<file path="config.mk">
export PLATFORM = sky130hd
export DESIGN_NAME = pwr_back
export DESIGN_NICKNAME = d
export VERILOG_FILES = /design/src/sv/pwr_pkg.sv /design/src/sv/pwr_back.sv
export SDC_FILE = /design/constraint.sdc
export NUM_CORES = 1
export LEC_CHECK = 0
export ABC_CLOCK_PERIOD_IN_PS = 13970
export BUFFER_PORTS_ARGS = -buffer_cell sky130_fd_sc_hd__buf_2
export CAP_MARGIN = 20
export CELL_PAD_IN_SITES_DETAIL_PLACEMENT = 2
export CELL_PAD_IN_SITES_GLOBAL_PLACEMENT = 2
export CORE_MARGIN = 2
export CORE_UTILIZATION = 39
export DETAILED_ROUTE_END_ITERATION = 16
export PLACE_DENSITY = 0.83
export SYNTH_ARGS = -nofsm -noshare
export SYNTH_HDL_FRONTEND = slang
export SYNTH_SLANG_ARGS = --single-unit
</file>
<file path="constraint.sdc">
create_clock -name clk -period 13.97 [get_ports clk]
set_input_delay 2.0955 -clock clk [delete_from_list [all_inputs] [get_ports clk]]
set_output_delay 2.0955 -clock clk [all_outputs]
set_load 0.005 [all_outputs]
</file>
<file path="src/sv/pwr_pkg.sv">
// Package for the path waypoint resampler: constants, field widths and the
// segment descriptor passed from the front end to the back end. No dependencies.
`default_nettype none
package pwr_pkg;
	localparam int MaxSamples = 64;
	localparam int CntW = $clog2(MaxSamples + 2);
	localparam int QDepth = 2;
	localparam logic [15:0] StepReset = 16'd128;

	typedef struct packed {
		logic signed [31:0] ax;
		logic signed [31:0] ay;
		logic signed [15:0] hd;
		logic signed [15:0] sp;
		logic signed [15:0] st;
		logic [51:0] at;
		logic [31:0] ix;
		logic [31:0] iy;
		logic [51:0] it;
		logic [CntW-1:0] n;
		logic clip;
	} seg_t;
endpackage
`default_nettype wire

</file>
<file path="src/sv/pwr_back.sv">
// Back end: a two-entry segment queue and the sample emitter with its output
// register. Uses pwr_pkg.
`default_nettype none
module pwr_back import pwr_pkg::*; (
	input wire logic clk,
	input wire logic arst_n,
	input wire logic seg_valid,
	input wire seg_t seg,
	output logic seg_full,
	output logic out_valid,
	input wire logic out_stall,
	output logic signed [31:0] out_x,
	output logic signed [31:0] out_y,
	output logic signed [15:0] out_heading,
	output logic signed [15:0] out_speed,
	output logic signed [15:0] out_steer,
	output logic [51:0] out_time_us,
	output logic last_of_segment,
	output logic clipped
);
	seg_t fifo_q [QDepth];
	logic wp_q, rp_q;
	logic [1:0] cnt_q;
	logic act_q;
	seg_t cur_q;
	logic [CntW-1:0] k_q;
	logic [31:0] rx_q, ry_q;
	logic [51:0] rt_q;
	logic pop, emit;

	assign seg_full = (cnt_q == 2'(QDepth));
	assign pop = !act_q && cnt_q != 2'd0;
	assign emit = act_q && (!out_valid || !out_stall);

	always_ff @(posedge clk or negedge arst_n) begin
		if (!arst_n) begin
			wp_q <= 1'b0; rp_q <= 1'b0; cnt_q <= '0; act_q <= 1'b0; out_valid <= 1'b0;
		end else begin
			if (seg_valid) wp_q <= ~wp_q;
			if (pop) rp_q <= ~rp_q;
			cnt_q <= cnt_q + {1'b0, seg_valid} - {1'b0, pop};
			if (out_valid && !out_stall) out_valid <= 1'b0;
			if (pop) act_q <= 1'b1;
			if (emit) begin
				out_valid <= 1'b1;
				if (k_q + 1'b1 == cur_q.n) act_q <= 1'b0;
			end
		end
	end

	always_ff @(posedge clk) begin
		if (seg_valid) fifo_q[wp_q] <= seg;
		if (pop) begin
			cur_q <= fifo_q[rp_q];
			k_q <= '0;
			rx_q <= fifo_q[rp_q].ax;
			ry_q <= fifo_q[rp_q].ay;
			rt_q <= fifo_q[rp_q].at;
		end
		if (emit) begin
			out_x <= rx_q; out_y <= ry_q; out_time_us <= rt_q;
			out_heading <= cur_q.hd; out_speed <= cur_q.sp; out_steer <= cur_q.st;
			last_of_segment <= (k_q + 1'b1 == cur_q.n);
			clipped <= cur_q.clip;
			rx_q <= rx_q + cur_q.ix;
			ry_q <= ry_q + cur_q.iy;
			rt_q <= rt_q + cur_q.it;
			k_q <= k_q + 1'b1;
		end
	end
endmodule
`default_nettype wire

</file>
# Word level (Yosys, flattened, before mapping)
# Memories as Yosys holds them, arrays and structs flattened.
# Index checks and enable logic that the tools add are counted.
totals:
  ff_bits: 467
  mem_bits_rw: 576
  inputBits: 292
  elab_cells: 61
  memories: 1
op_classes:
  n_addsub: 6
  n_eq_ne: 2
  muxes: 15
  bitwise: 2
  reduce_logical: 10
mem_list:
  columns: ["memory", "words", "width", "rd", "rd_ports_with_merged_regs", "write_ports", "line", "source"]
  rows:
  - ["fifo_q", 2, 288, 1, 0, 1, "pwr_back.sv:21", "seg_t fifo_q [QDepth];"]
op_table:
  columns: ["operator", "n"]
  rows:
  - ["$mux W32", 4]
  - ["$mux W52", 2]
  - ["$add A32 B32 Y32", 2]
  - ["$add A52 B52 Y52", 1]
  - ["$mux W7", 2]
  - ["$add A7 B1 Y7 const B", 1]
  - ["$eq A7 B7 Y1", 1]
  - ["$mux W1", 7]
  - ["$reduce_bool A2 Y1", 3]
  - ["$logic_and A1 B1 Y1", 3]
  - ["$logic_not A1 Y1", 3]
  - ["$add A2 B1 Y2", 1]
  - ["$eq A2 B2 Y1 const B", 1]
  - ["$not A1 Y1", 2]
  - ["$sub A2 B1 Y2", 1]
  - ["$logic_or A1 B1 Y1", 1]

# Longest topological paths before layout
# Gate-level depths: netlist of the first run.
depth:
  depth_word: 5
  ltp_mapped: 12
  ltp_nobuf: 12

# Worst setup path before layout of the first run
# OpenSTA, ideal clock, no wires.
synth_path:
  path_kind: "input -> register"
  start: "input seg_valid"
  end: "memory fifo_q[0][0] (netlist name), enable pin"
  setup_time_ns: 0.977
  arrival_time_ns: 14.478
  required_time_ns: 12.993
  setup_slack_ns: -1.485
  path_stages: 1
  path_buffers: 0
  cell_sequence: "nor2b_1"
synth_via:
  elab_chain_len: 2
synth_rtl:
  columns: ["item", "line", "source"]
  rows:
  - ["start, declared", "pwr_back.sv:7", "input wire logic seg_valid,"]
  - ["$mux W1", "pwr_back.sv:52", "if (seg_valid) fifo_q[wp_q] <= seg;"]
  - ["$mux W1 (implied by the code)", "pwr_back.sv:52", null]
  - ["end, declared", "pwr_back.sv:21", null]
# No other way between the ends.

# Worst setup path after layout of the first run
layout_path:
  start: "input out_stall"
  end: "register rt_q[48], data pin"
layout_via:
  elab_chain_len: 4
layout_rtl:
  columns: ["item", "line", "source"]
  rows:
  - ["start, declared", "pwr_back.sv:11", "input wire logic out_stall,"]
  - ["$logic_not A1 Y1", "pwr_back.sv:33", "assign emit = act_q && (!out_valid || !out_stall);"]
  - ["$logic_or A1 B1 Y1", "pwr_back.sv:33", null]
  - ["$logic_and A1 B1 Y1", "pwr_back.sv:33", null]
  - ["$mux W52", "pwr_back.sv:60", "if (emit) begin"]
  - ["end signal, assigned", "pwr_back.sv:58", "rt_q <= fifo_q[rp_q].at;"]
  - ["end signal, assigned", "pwr_back.sv:67", "rt_q <= rt_q + cur_q.it;"]
  - ["end, declared", "pwr_back.sv:28", "logic [51:0] rt_q;"]
# No other way between the ends.
# A chain may end at the register's enable or synchronous reset.

==> results.md, run 1 <==
* Peak fanout along the critical path at 145
* TritonCTS clock tree: built
* Combined area of the multi-input logic cells at 10,560 sq um
* Total of buffers placed on input and output ports at 459
* Sequential area share after synthesis at 0.7388
* Netlist area before placement at 42,350 sq um
* Most numerous cell in the Yosys netlist: sky130_fd_sc_hd__edfxtp_1
* Unrepaired setup endpoints after global routing: no
* Dominant combinational cell family by area after synthesis: compound AO/OA/AOI/OAI gates
* Area growth syn-to-layout at 17.76%
* Die area at 111,200 sq um
* Buffers and inverters on the worst path at 4
* Routed wire length at 128,200 microns
* Required time at the endpoint of the critical path at 14.43 ns
* Average routed wire per standard cell at 28.00 microns
* Number of core rows at 120
* Share of synthesized area spent on multiplexers at 0.07061
* Cell accounting for the most synthesized area: sky130_fd_sc_hd__edfxtp_1
* Critical Path End Type: flip-flop
* Fraction of layout cells with a size suffix above 1 at 0.2755
* Path type of the worst setup path: in -> reg
* Starting utilization of the core area at 0.3945
* CTS resizes at 0
* Hold WC Path Type: reg -> reg
* # IOs at 460
* Die width at 333.5 microns
* Delay contributed by the slowest stage of the critical path at 0.83 ns
* Clock skew at 0.06496 ns
* Sequential cell area in the final layout at 31,290 sq um
* CTS HTree Levels at 3
* Synth Warn # at 0
* Via count of the first global-routing pass at 27,980
* Clock tree root buffer cell: sky130_fd_sc_hd__clkbuf_16
* Maximum buffer depth of the clock tree at 3
* Post-synthesis compound-gate area fraction at 0.07728
* Outcome: finished, final reports clean
* Max-slew violation count at 0
* Synthesized area divided by synthesized cell count at 16.54 sq um
* Placed cells at 4,351
* Share of synthesized cell area in full adder, half adder and majority cells at 0.03569
* Count of state elements after synthesis at 1,043
* Top achievable clock speed at 0.1786 GHz
* Top_reg_cell synth: sky130_fd_sc_hd__edfxtp_1
* Final Critical Period at 5.599 ns
* Total power per unit cell area at 175.1 nW/um^2
* Number of instances in the synthesized netlist at 2,560
* Fraction of registers with async set/reset at 0.005753
* Area of the core at 107,400 sq um
* Largest voltage drop on the vdd net at 0.0003275 V
* GRT overflow at 0
* Hold buffer count at CTS at 0
* Average vias per placed instance at 5.406
* Static Leak at 17.96 nW
* Syn_nets at 2,971
* Die boundary height at 333.5 microns
* Count of final setup violators at 0
* Detailed-route via count at 24,740
* EDFF count, synth at 1,037
* Number of unique standard cell types used by synthesis at 83
* Detailed-router iteration count before antenna repair at 5
* Largest delay share family, worst path: buffers and inverters
* Antenna violations before repair at 42
* Sum Neg Setup Slack at 0 ns
* Iter 0 DRT Violations at 1,524
* Latest clock arrival within the worst-skew pair at 0.73 ns
* Slowest CP cell: sky130_fd_sc_hd__buf_4
* Post-route ant nets at 0
* Number of endpoints with negative hold slack in the final report at 0
* Net count, final at 3,473
* Wire length of the first global-routing pass at 189,300 microns
* Total routing resource utilization after global routing at 0.2299
* Cts bufs inserted at 112
* Slew margin rel. at 0.2675
* Type of element launching the critical path: input port
* Leading post-synthesis cells by cell area: sky130_fd_sc_hd__edfxtp_1, sky130_fd_sc_hd__mux2_2, sky130_fd_sc_hd__ha_1
* Xor-xnor portion of the synthesized cell area at 0.02068
* DRC violation count after routing at 0
* HPWL after detailed placement at 86,800 microns
* Most numerous cell types in the synthesized netlist: sky130_fd_sc_hd__edfxtp_1, sky130_fd_sc_hd__mux2_2, sky130_fd_sc_hd__nand2_1
* Largest net degree at the start of global routing at 147
* Share of Yosys cell area claimed by the top area cell type at 0.7352
* Routability congestion estimate at 0.8132
* Number of fillers in the final layout at 9,994
* Clock-pin slew reported for the worst setup and hold paths after clock tree synthesis at 0.07 ns
* Count of max-cap constraint violations at 0
* Share of the clock period used by the worst path at 0.4008
* Layout Cells excl Fill at 4,577
* Clk sink count at 1,043
* Setup Fix Bufs, Post-CTS at 0
* Cell chain of the critical path: buf_2 > nand2_1 > nand2_4 > inv_8 > buf_4 > buf_4 > nand2b_1 > a311o_2 > o221a_1
* Top cell by count, worst path: sky130_fd_sc_hd__buf_4
* Worst slew pin tran at 1.099 ns
* Overall power at 8.733 mW
* Arrival time of the worst setup path at 6.06 ns
* Synthesized-area fraction occupied by and/or/nand/nor cells at 0.04443
power by group:
group / switching, mW / internal (mW) / leakage (nW) / total, mW
Sequential: 0.189 / 4.05 / 9.86 / 4.24
Combinational: 0.978 / 0.568 / 6.34 / 1.55
Clock: 1.28 / 1.67 / 1.76 / 2.95
Total: 2.45 / 6.29 / 18.0 / 8.73
layout make-up:
class / count / area share
flip-flops and latches: 1043 / 0.6275
multi-input cells: 1393 / 0.2117
clock buffers: 141 / 0.05838
repair buffers: 477 / 0.04927
well taps: 1403 / 0.03520
clock inverters: 69 / 0.01427
inverters: 35 / 0.002935
diodes: 16 / 0.0008028
cells by family (layout without fill, tap and decap cells):
kind of cell               after synthesis  in the layout
other                                    0             16
muxes                                  275            275
AOI/OAI and AO/OA                      493            493
and+or+nand+nor                        406            406
DFF                                   1043           1043
adders and majority gates              119            119
xor gates and xnor gates               100            100
buffers and inverters                  124            722
worst register-to-register path: stages (launching register included):
cell,delay [ns]
sky130_fd_sc_hd__dfrtp_4,0.95
sky130_fd_sc_hd__buf_4,0.81
sky130_fd_sc_hd__buf_4,0.87
sky130_fd_sc_hd__buf_4,0.91
sky130_fd_sc_hd__mux2i_1,0.35
sky130_fd_sc_hd__o21ai_0,0.44
metal layers:
layer | GRT usage | part of all wire | wire [microns]
met5 | 0 | 0.0020 | 253
met1 | 0.2655 | 0.38 | 48700
met4 | 0.07943 | 0.034 | 4336
met2 | 0.4118 | 0.52 | 66080
met3 | 0.05954 | 0.069 | 8801
registers in the layout, indices dropped and copies added, names as in the netlist, 32 cells and up:
| signal | cells |
|---|---|
| fifo_q | 576 |
| cur_q | 172 |
| out_time_us | 52 |
| rt_q | 52 |
| out_x | 32 |
| out_y | 32 |
| rx_q | 32 |
| ry_q | 32 |
final timing paths:
path                                      start  slack [ns]  cells past startpoint                     end
max                                   out_stall        8.37                      9      rt_q[48]$_DFFE_PP_
min                        cur_q[198]$_DFFE_PP_        0.42                      0  out_speed[6]$_DFFE_PP_
max reg2reg                    rp_q$_DFFE_PN0P_        9.42                      5      ry_q[22]$_DFFE_PP_
min reg2reg                cur_q[198]$_DFFE_PP_        0.42                      0  out_speed[6]$_DFFE_PP_
max in group asynchronous                arst_n       12.55                      1        rp_q$_DFFE_PN0P_
min in group asynchronous                arst_n        1.22                      1         act_q$_DFF_PN0_
cell usage in the layout, fill, tap and decap left out, drive strengths merged, types with 25 or more instances in the layout:
| cell type | instances |
|---|---|
| a211oi | 32 |
| a21o | 63 |
| a21oi | 131 |
| buf | 477 |
| clkbuf | 141 |
| clkinv | 52 |
| edfxtp | 1037 |
| ha | 116 |
| inv | 38 |
| mux2 | 190 |
| mux2i | 85 |
| nand2 | 168 |
| nand3 | 32 |
| nor2 | 77 |
| nor3 | 25 |
| o21ai | 137 |
| xnor2 | 57 |
| xor2 | 43 |
stage by stage:
| step | hold slack, ns | util | area, sq um | setup slack, ns |
|---|---|---|---|---|
| 5_1_grt | 0.4227 | 0.4644 | 49850 | 8.108 |
| 4_1_cts | 0.4209 | 0.4642 | 49830 | 8.402 |
| 2_1_floorplan | 0.4003 | - | 42360 | 3.939 |
| 6_report | 0.4204 | 0.4646 | 49870 | 8.371 |
| 3_3_place_gp | 0.4012 | 0.4305 | 46210 | 7.809 |
| 3_5_place_dp | 0.4059 | 0.4305 | 46210 | 7.627 |
No activity file was read; power rests on OpenSTA's default activity.
==> run 2, diff against run 1 <==
--- a/config.mk
+++ b/config.mk
@@ -5,7 +5,8 @@
 export SDC_FILE = /design/constraint.sdc
 export NUM_CORES = 1
 export LEC_CHECK = 0
-export ABC_CLOCK_PERIOD_IN_PS = 13970
+export ABC_AREA = 1
+export ABC_CLOCK_PERIOD_IN_PS = 5400
 export BUFFER_PORTS_ARGS = -buffer_cell sky130_fd_sc_hd__buf_2
 export CAP_MARGIN = 20
 export CELL_PAD_IN_SITES_DETAIL_PLACEMENT = 2
@@ -13,7 +14,7 @@
 export CORE_MARGIN = 2
 export CORE_UTILIZATION = 39
 export DETAILED_ROUTE_END_ITERATION = 16
-export PLACE_DENSITY = 0.83
+export PLACE_DENSITY = 0.86
 export SYNTH_ARGS = -nofsm -noshare
 export SYNTH_HDL_FRONTEND = slang
 export SYNTH_SLANG_ARGS = --single-unit
==> constraint.sdc (replaced) <==
create_clock -name clk -period 5.4 [get_ports clk]
set_input_delay 0.81 -clock clk [delete_from_list [all_inputs] [get_ports clk]]
set_output_delay 0.81 -clock clk [all_outputs]
set_load 0.005 [all_outputs]
==> results.md, run 2 <==
* Clock-pin slew reported for the worst setup and hold paths after clock tree synthesis at 0.06 ns (was 0.07 ns)
* Synth Warn # at 0 (unchanged)
* CTS HTree Levels at 3 (unchanged)
* Cell area after layout at 52,540 sq um (was 49,870 sq um)
* Post-route ant nets at 0 (unchanged)
* Register name with the most flops: fifo_q (unchanged)
* HPWL after detailed placement at 116,800 microns (was 86,800 microns)
* Share of the clock period used by the worst path at 0.6020
* Leading post-synthesis cells by cell area: sky130_fd_sc_hd__edfxtp_1, sky130_fd_sc_hd__nand2_1, sky130_fd_sc_hd__ha_1 (was sky130_fd_sc_hd__edfxtp_1, sky130_fd_sc_hd__mux2_2, sky130_fd_sc_hd__ha_1)
* Latest clock arrival within the worst-skew pair at 0.75 ns (was 0.73 ns)
* Count of final setup violators at 0 (unchanged)
* Maximum buffer depth of the clock tree at 3 (unchanged)
* Max-slew violation count at 0 (unchanged)
* Static Leak at 21.62 nW (was 17.96 nW)
* Clock skew at 0.05976 ns (was 0.06496 ns)
* Arrival time of the worst setup path at 3.66 ns (was 6.06 ns)
* Area growth syn-to-layout at 17.84% (was 17.76%)
* Count of state elements after synthesis at 1,043 (unchanged)
* Final Critical Period at 3.251 ns
* Syn_nets at 4,334 (was 2,971)
* Die width at 342.1 microns (was 333.5 microns)
* Commonest non-fill, non-tap cell in the layout: sky130_fd_sc_hd__nand2_1 (was sky130_fd_sc_hd__edfxtp_1)
* Largest voltage drop on the vdd net at 0.0003754 V (was 0.0003275 V)
* TritonCTS clock tree: built (unchanged)
* Cts bufs inserted at 114 (was 112)
* Largest register FFs at 576 (unchanged)
* Most numerous cell types in the synthesized netlist: sky130_fd_sc_hd__nand2_1, sky130_fd_sc_hd__edfxtp_1, sky130_fd_sc_hd__inv_1 (was sky130_fd_sc_hd__edfxtp_1, sky130_fd_sc_hd__mux2_2, sky130_fd_sc_hd__nand2_1)
* Routed wire length at 169,100 microns (was 128,200 microns)
* Number of unique standard cell types used by synthesis at 43 (was 83)
* Area of placed instances at 48,800 sq um (was 46,210 sq um)
* Most numerous cell in the Yosys netlist: sky130_fd_sc_hd__nand2_1 (was sky130_fd_sc_hd__edfxtp_1)
* Final cell utilization of the core at 0.4613 (was 0.4646)
* Netlist area before placement at 44,580 sq um (was 42,350 sq um)
* Count of max-cap constraint violations at 0 (unchanged)
* Average routed wire per standard cell at 27.92 microns (was 28.00 microns)
* Top achievable clock speed at 0.3076 GHz
* Peak fanout along the critical path at 166 (was 145)
* Clk sink count at 1,043 (unchanged)
* Cell chain of the critical path: buf_12 > buf_4 > mux2i_1 > o21ai_1 (was buf_2 > nand2_1 > nand2_4 > inv_8 > buf_4 > buf_4 > nand2b_1 > a311o_2 > o221a_1)
* Delay contributed by the slowest stage of the critical path at 0.83 ns (about the same)
* Number of endpoints with negative hold slack in the final report at 0 (unchanged)
* Worst slew pin tran at 1.441 ns (was 1.099 ns)
* Detailed-router iteration count before antenna repair at 5 (unchanged)
* Top Registers: fifo_q: 576 flops, cur_q: 172 flops (unchanged)
* Average vias per placed instance at 5.324 (was 5.406)
* Die area at 117,000 sq um (was 111,200 sq um)
* Hold WC Path Type: in -> reg (was reg -> reg)
* Wire length of the first global-routing pass at 245,800 microns (was 189,300 microns)
* Slew margin rel. at 0.03950 (was 0.2675)
* Via count of the first global-routing pass at 36,420 (was 27,980)
* Area of the core at 113,900 sq um (was 107,400 sq um)
* EDFF count, synth at 1,037 (unchanged)
* Number of fillers in the final layout at 11,650 (was 9,994)
* Number of instances in the synthesized netlist at 3,923 (was 2,560)
* GRT overflow at 0 (unchanged)
* DRC violation count after routing at 0 (unchanged)
* Fraction of registers with async set/reset at 0.005753 (unchanged)
* CTS resizes at 0 (unchanged)
* Synthesized area divided by synthesized cell count at 11.36 sq um (was 16.54 sq um)
* Clock tree root buffer cell: sky130_fd_sc_hd__clkbuf_16 (unchanged)
* Total routing resource utilization after global routing at 0.2862 (was 0.2299)
* Cell accounting for the most synthesized area: sky130_fd_sc_hd__edfxtp_1 (unchanged)
* Antenna violations before repair at 36 (was 42)
* # IOs at 460 (unchanged)
* Largest net degree at the start of global routing at 167 (was 147)
* Slowest CP cell: sky130_fd_sc_hd__dfrtp_4 (was sky130_fd_sc_hd__buf_4)
* Sequential area share after synthesis at 0.7018 (was 0.7388)
* Total power per unit cell area at 468.8 nW/um^2 (was 175.1 nW/um^2)
* Path type of the worst setup path: reg -> reg (was in -> reg)
* Final hold slack at 0.2403 ns (was 0.4204 ns)
* Unrepaired setup endpoints after global routing: no (unchanged)
* Detailed-route via count at 32,250 (was 24,740)
* Die boundary height at 342.1 microns (was 333.5 microns)
* Iter 0 DRT Violations at 2,155 (was 1,524)
* Number of core rows at 124 (was 120)
* Outcome: finished, final reports clean (unchanged)
* Commonest non-fill, non-tap cells in the layout: sky130_fd_sc_hd__nand2_1, sky130_fd_sc_hd__edfxtp_1, sky130_fd_sc_hd__buf_2 (was sky130_fd_sc_hd__edfxtp_1, sky130_fd_sc_hd__buf_2, sky130_fd_sc_hd__mux2_2)
* Total of buffers placed on input and output ports at 459 (unchanged)
* Type of element launching the critical path: flip-flop (was input port)
* Top_reg_cell synth: sky130_fd_sc_hd__edfxtp_1 (unchanged)
* Fraction of layout cells with a size suffix above 1 at 0.1600 (was 0.2755)
* Worst slack at placement at 1.702 ns (was 7.627 ns)
* Share of Yosys cell area claimed by the top area cell type at 0.6985 (was 0.7352)
* Critical Path End Type: flip-flop (unchanged)
* Routability congestion estimate at 0.9199 (was 0.8132)
* Net count, final at 4,846 (was 3,473)
* Slack of the critical path at 2.149 ns (was 8.371 ns)
* Required time at the endpoint of the critical path at 5.81 ns (was 14.43 ns)
* Starting utilization of the core area at 0.3915 (was 0.3945)
[run 2: changes by cell type after synthesis, sizes merged, moves of 35 or more]
cell and delta:
nor2 +166, mux2 -190, nand2 +1421, nand3 +97
inv +239, a21o -61, mux2i -75, o21ai -44
xnor2 -35
[run 2: final timing paths]
check / to / depth (start not counted) / startpoint / slack, ns
max: rt_q[35]$_DFFE_PP_ / 4 / rp_q$_DFFE_PN0P_ / 2.15
min: fifo_q[1][211]$_DFFE_PP_ / 1 / seg[211] / 0.24
max reg2reg: rt_q[35]$_DFFE_PP_ / 4 / rp_q$_DFFE_PN0P_ / 2.15
min reg2reg: clipped$_DFFE_PP_ / 0 / cur_q[0]$_DFFE_PP_ / 0.42
max in group asynchronous: rp_q$_DFFE_PN0P_ / 2 / arst_n / 4.77
min in group asynchronous: wp_q$_DFFE_PN0P_ / 2 / arst_n / 0.43
[run 2: metrics by stage]
stage,total power [mW],std cells,setup TNS [ns]
3_3_place_gp,16.08,5829,0
5_1_grt,25.57,6050,0
6_report,24.63,6057,0
4_1_cts,24.77,6037,0
3_5_place_dp,16.75,5829,0
2_1_floorplan,14.37,3923,-92.87
[run 2: where the power goes]
group	total [mW]	internal, mW	leakage (nW)	switching [mW]
Clock	7.83	4.37	1.78	3.46
Combinational	5.57	1.47	9.97	4.10
Sequential	11.2	10.6	9.87	0.624
Total	24.6	16.4	21.6	8.19
[run 2: worst max-delay path, delay by kind of cell (launching register included)]
family / cells / cell delay (ns)
buffers and inverters: 2 / 1.06
flip-flops: 1 / 0.83
multiplexers: 1 / 0.26
AO/OA/AOI/OAI: 1 / 0.07
[run 2: what timing repair did]
action                                 CTS  global route
endpoints found under the hold margin    6             0
setup buffers                            0             0
hold buffers                             1             0
[run 2: cell families after synthesis]
group           share of synthesized area
compound gates                    0.03629
xor+xnor                          0.01100
fa+ha+maj                         0.03390
buf+inv                           0.03079
flops                              0.7018
mux                              0.002245
simple gates                       0.1840
[run 2: cell type report]
class | instances | area (sq um) | area share
Sequential cell | 1043 | 31290 | 0.5956
Multi-Input combinational cell | 2518 | 11970 | 0.2278
Clock buffer | 137 | 2939 | 0.05594
Timing Repair Buffer | 483 | 2625 | 0.04996
Tap cell | 1512 | 1892 | 0.03601
Inverter | 275 | 1064 | 0.02024
Clock inverter | 70 | 710.7 | 0.01353
Antenna cell | 19 | 47.55 | 0.0009050
[run 2: routing by layer]
metal / GRT usage / up-vias / share of wire
li1: - / 14350 / -
met1: 0.3078 / 16440 / 0.36
met2: 0.5299 / 1002 / 0.53
met3: 0.06081 / 419 / 0.055
met4: 0.1390 / 36 / 0.054
met5: 0 / - / 0.0014
==> run 3, diff against run 2 <==
--- a/config.mk
+++ b/config.mk
@@ -6,15 +6,15 @@
 export NUM_CORES = 1
 export LEC_CHECK = 0
 export ABC_AREA = 1
-export ABC_CLOCK_PERIOD_IN_PS = 5400
+export ABC_CLOCK_PERIOD_IN_PS = 2700
 export BUFFER_PORTS_ARGS = -buffer_cell sky130_fd_sc_hd__buf_2
 export CAP_MARGIN = 20
 export CELL_PAD_IN_SITES_DETAIL_PLACEMENT = 2
 export CELL_PAD_IN_SITES_GLOBAL_PLACEMENT = 2
 export CORE_MARGIN = 2
-export CORE_UTILIZATION = 39
+export CORE_UTILIZATION = 36
 export DETAILED_ROUTE_END_ITERATION = 16
-export PLACE_DENSITY = 0.86
+export PLACE_DENSITY = 0.84
 export SYNTH_ARGS = -nofsm -noshare
 export SYNTH_HDL_FRONTEND = slang
 export SYNTH_SLANG_ARGS = --single-unit
==> constraint.sdc (replaced) <==
create_clock -name clk -period 2.7 [get_ports clk]
set_input_delay 0.405 -clock clk [delete_from_list [all_inputs] [get_ports clk]]
set_output_delay 0.405 -clock clk [all_outputs]
set_load 0.005 [all_outputs]
==> results.md, run 3 (same netlist as run 2, synthesis figures left out) <==
* Slew margin rel. at 0.5088 (was 0.03950)
* Static Leak at 23.13 nW (was 21.62 nW)
* Number of core rows at 129 (was 124)
* Area of the core at 123,300 sq um (was 113,900 sq um)
* Global-route met2 utilization at 0.5442 (was 0.5299)
* Commonest non-fill, non-tap cell in the layout: sky130_fd_sc_hd__nand2_1 (unchanged)
* Largest register FFs at 576 (unchanged)
* Worst reg-to-reg setup slack at -0.007 ns (was 2.15 ns)
* Die boundary height at 355.9 microns (was 342.1 microns)
* Top Registers: fifo_q: 576 flops, cur_q: 172 flops (unchanged)
* Cts bufs inserted at 113 (was 114)
* Starting utilization of the core area at 0.3616 (was 0.3915)
* Overall power at 50.99 mW (was 24.63 mW)
* Hold WC Path Type: in -> reg (unchanged)
* Number of endpoints with negative hold slack in the final report at 0 (unchanged)
* Largest net degree at the start of global routing at 100 (was 167)
* TritonCTS clock tree: built (unchanged)
* Average routed wire per standard cell at 28.64 microns (was 27.92 microns)
* Net count, final at 5,179 (was 4,846)
* Average vias per placed instance at 5.280 (was 5.324)
* Routability congestion estimate at 0.9051 (was 0.9199)
* Critical Path End Type: flip-flop (unchanged)
* Clock skew at 0.07521 ns (was 0.05976 ns)
* Clock tree root buffer cell: sky130_fd_sc_hd__clkbuf_16 (unchanged)
* Clk sink count at 1,043 (unchanged)
* Total of buffers placed on input and output ports at 459 (unchanged)
* Sum Neg Setup Slack at -0.006543 ns (was 0 ns)
* Type of element launching the critical path: flip-flop (unchanged)
* Count of max-cap constraint violations at 0 (unchanged)
* Fraction of layout cells with a size suffix above 1 at 0.1690 (was 0.1600)
* Die width at 355.9 microns (was 342.1 microns)
* Via count of the first global-routing pass at 39,100 (was 36,420)
* Outcome: finished with violations (was finished, final reports clean)
* Antenna violations before repair at 19 (was 36)
* Routed wire length at 186,500 microns (was 169,100 microns)
* Worst slew pin tran at 0.7368 ns (was 1.441 ns)
* Total routing resource utilization after global routing at 0.2910 (was 0.2862)
* GRT overflow at 0 (unchanged)
* Die area at 126,700 sq um (was 117,000 sq um)
* Cell area after layout at 56,320 sq um (was 52,540 sq um)
* Largest voltage drop on the vdd net at 0.0006646 V (was 0.0003754 V)
* Detailed-route via count at 34,370 (was 32,250)
* # IOs at 460 (unchanged)
* Path type of the worst setup path: reg -> reg (unchanged)
* Detailed-router iteration count before antenna repair at 5 (unchanged)
* Area growth syn-to-layout at 26.33% (was 17.84%)
* Iter 0 DRT Violations at 2,489 (was 2,155)
* Register name with the most flops: fifo_q (unchanged)
* Total power per unit cell area at 905.4 nW/um^2 (was 468.8 nW/um^2)
* Post-route ant nets at 0 (unchanged)
* Busiest layer in global routing: met2 (unchanged)
* Final Critical Period at 2.707 ns (was 3.251 ns)
* Latest clock arrival within the worst-skew pair at 0.76 ns (was 0.75 ns)
* Share of the clock period used by the worst path at 1.002 (was 0.6020)
* Count of final setup violators at 1 (was 0)
* Top achievable clock speed at 0.3695 GHz (was 0.3076 GHz)
* Required time at the endpoint of the critical path at 3.20 ns (was 5.81 ns)
* Area of placed instances at 49,430 sq um (was 48,800 sq um)
* Slack of the critical path at -0.006543 ns (was 2.149 ns)
* DRC violation count after routing at 0 (unchanged)
* Arrival time of the worst setup path at 3.21 ns (was 3.66 ns)
* CTS HTree Levels at 3 (unchanged)
* HPWL after detailed placement at 118,800 microns (was 116,800 microns)
* Met1 Usage GRT at 0.3197 (was 0.3078)
* Maximum buffer depth of the clock tree at 3 (unchanged)
* Final hold slack at 0.3531 ns (was 0.2403 ns)
* Wire length of the first global-routing pass at 270,800 microns (was 245,800 microns)
* Failing checks: negative setup slack
* Clock-pin slew reported for the worst setup and hold paths after clock tree synthesis at 0.07 ns (was 0.06 ns)
* Worst slack at placement at -0.2288 ns (was 1.702 ns)
* GR Util met3 at 0.05393 (was 0.06081)
* Max-slew violation count at 0 (unchanged)
* Commonest non-fill, non-tap cells in the layout: sky130_fd_sc_hd__nand2_1, sky130_fd_sc_hd__edfxtp_1, sky130_fd_sc_hd__buf_2 (unchanged)
* Peak fanout along the critical path at 4 (was 166)
==> run 3: routing by layer <==
| layer | vias up | share of wire |
|---|---|---|
| met3 | 456 | 0.053 |
| met4 | 14 | 0.048 |
| met5 | - | 0.00048 |
| met1 | 17670 | 0.36 |
| met2 | 1235 | 0.53 |
| li1 | 15000 | - |
==> run 3: worst max-delay path: stages, from the launching register on <==
cell,delay (ns)
sky130_fd_sc_hd__edfxtp_1,0.45
sky130_fd_sc_hd__ha_2,0.39
sky130_fd_sc_hd__a21oi_2,0.34
sky130_fd_sc_hd__nor2_1,0.12
sky130_fd_sc_hd__nor2_1,0.16
sky130_fd_sc_hd__nand2_2,0.14
sky130_fd_sc_hd__nand2_1,0.13
sky130_fd_sc_hd__nand2_2,0.13
sky130_fd_sc_hd__nand2_1,0.08
sky130_fd_sc_hd__nand2_1,0.09
sky130_fd_sc_hd__o21ai_0,0.27
sky130_fd_sc_hd__nand2_1,0.11
==> run 3: worst paths after layout <==
check / start / cells past startpoint / to
max: cur_q[96]$_DFFE_PP_ / 11 / rx_q[19]$_DFFE_PP_
min: seg[187] / 2 / fifo_q[1][187]$_DFFE_PP_
max reg2reg: cur_q[96]$_DFFE_PP_ / 11 / rx_q[19]$_DFFE_PP_
min reg2reg: cur_q[194]$_DFFE_PP_ / 0 / out_speed[2]$_DFFE_PP_
max in group asynchronous: arst_n / 3 / rp_q$_DFFE_PN0P_
min in group asynchronous: arst_n / 3 / cnt_q[0]$_DFF_PN0_
==> run 3: layout make-up <==
cell class,count,area [sq um]
Antenna cell,14,35.03
Clock inverter,72,728.2
Inverter,275,1054
Timing Repair Buffer,817,6053
Sequential cell,1043,31290
Fill cell,12570,66990
Multi-Input combinational cell,2518,12180
Clock buffer,134,2927
Tap cell,1637,2048
==> run 3: metrics by stage <==
step,util,cells
finish,0.4567,6510
global route,0.4566,6505
detailed placement,0.4009,5992
global placement,0.4009,5992
floorplan,-,3923
CTS,0.4547,6490
==> run 3: repair_timing <==
action                                  in CTS  in global routing
buffers inserted                             0                  6
endpoints found under the setup margin      10                 39
resized for setup                           16                 49
hold buffers                               292                  0
pin swaps                                    1                  3
cloned                                       0                  0
endpoints found under the hold margin      585                  0
==> run 3: power by group <==
part / switching [mW] / leakage, nW / total, mW / internal, mW
Clock: 7.39 / 1.78 / 16.1 / 8.67
Combinational: 9.00 / 11.5 / 12.5 / 3.53
Sequential: 1.22 / 9.87 / 22.4 / 21.2
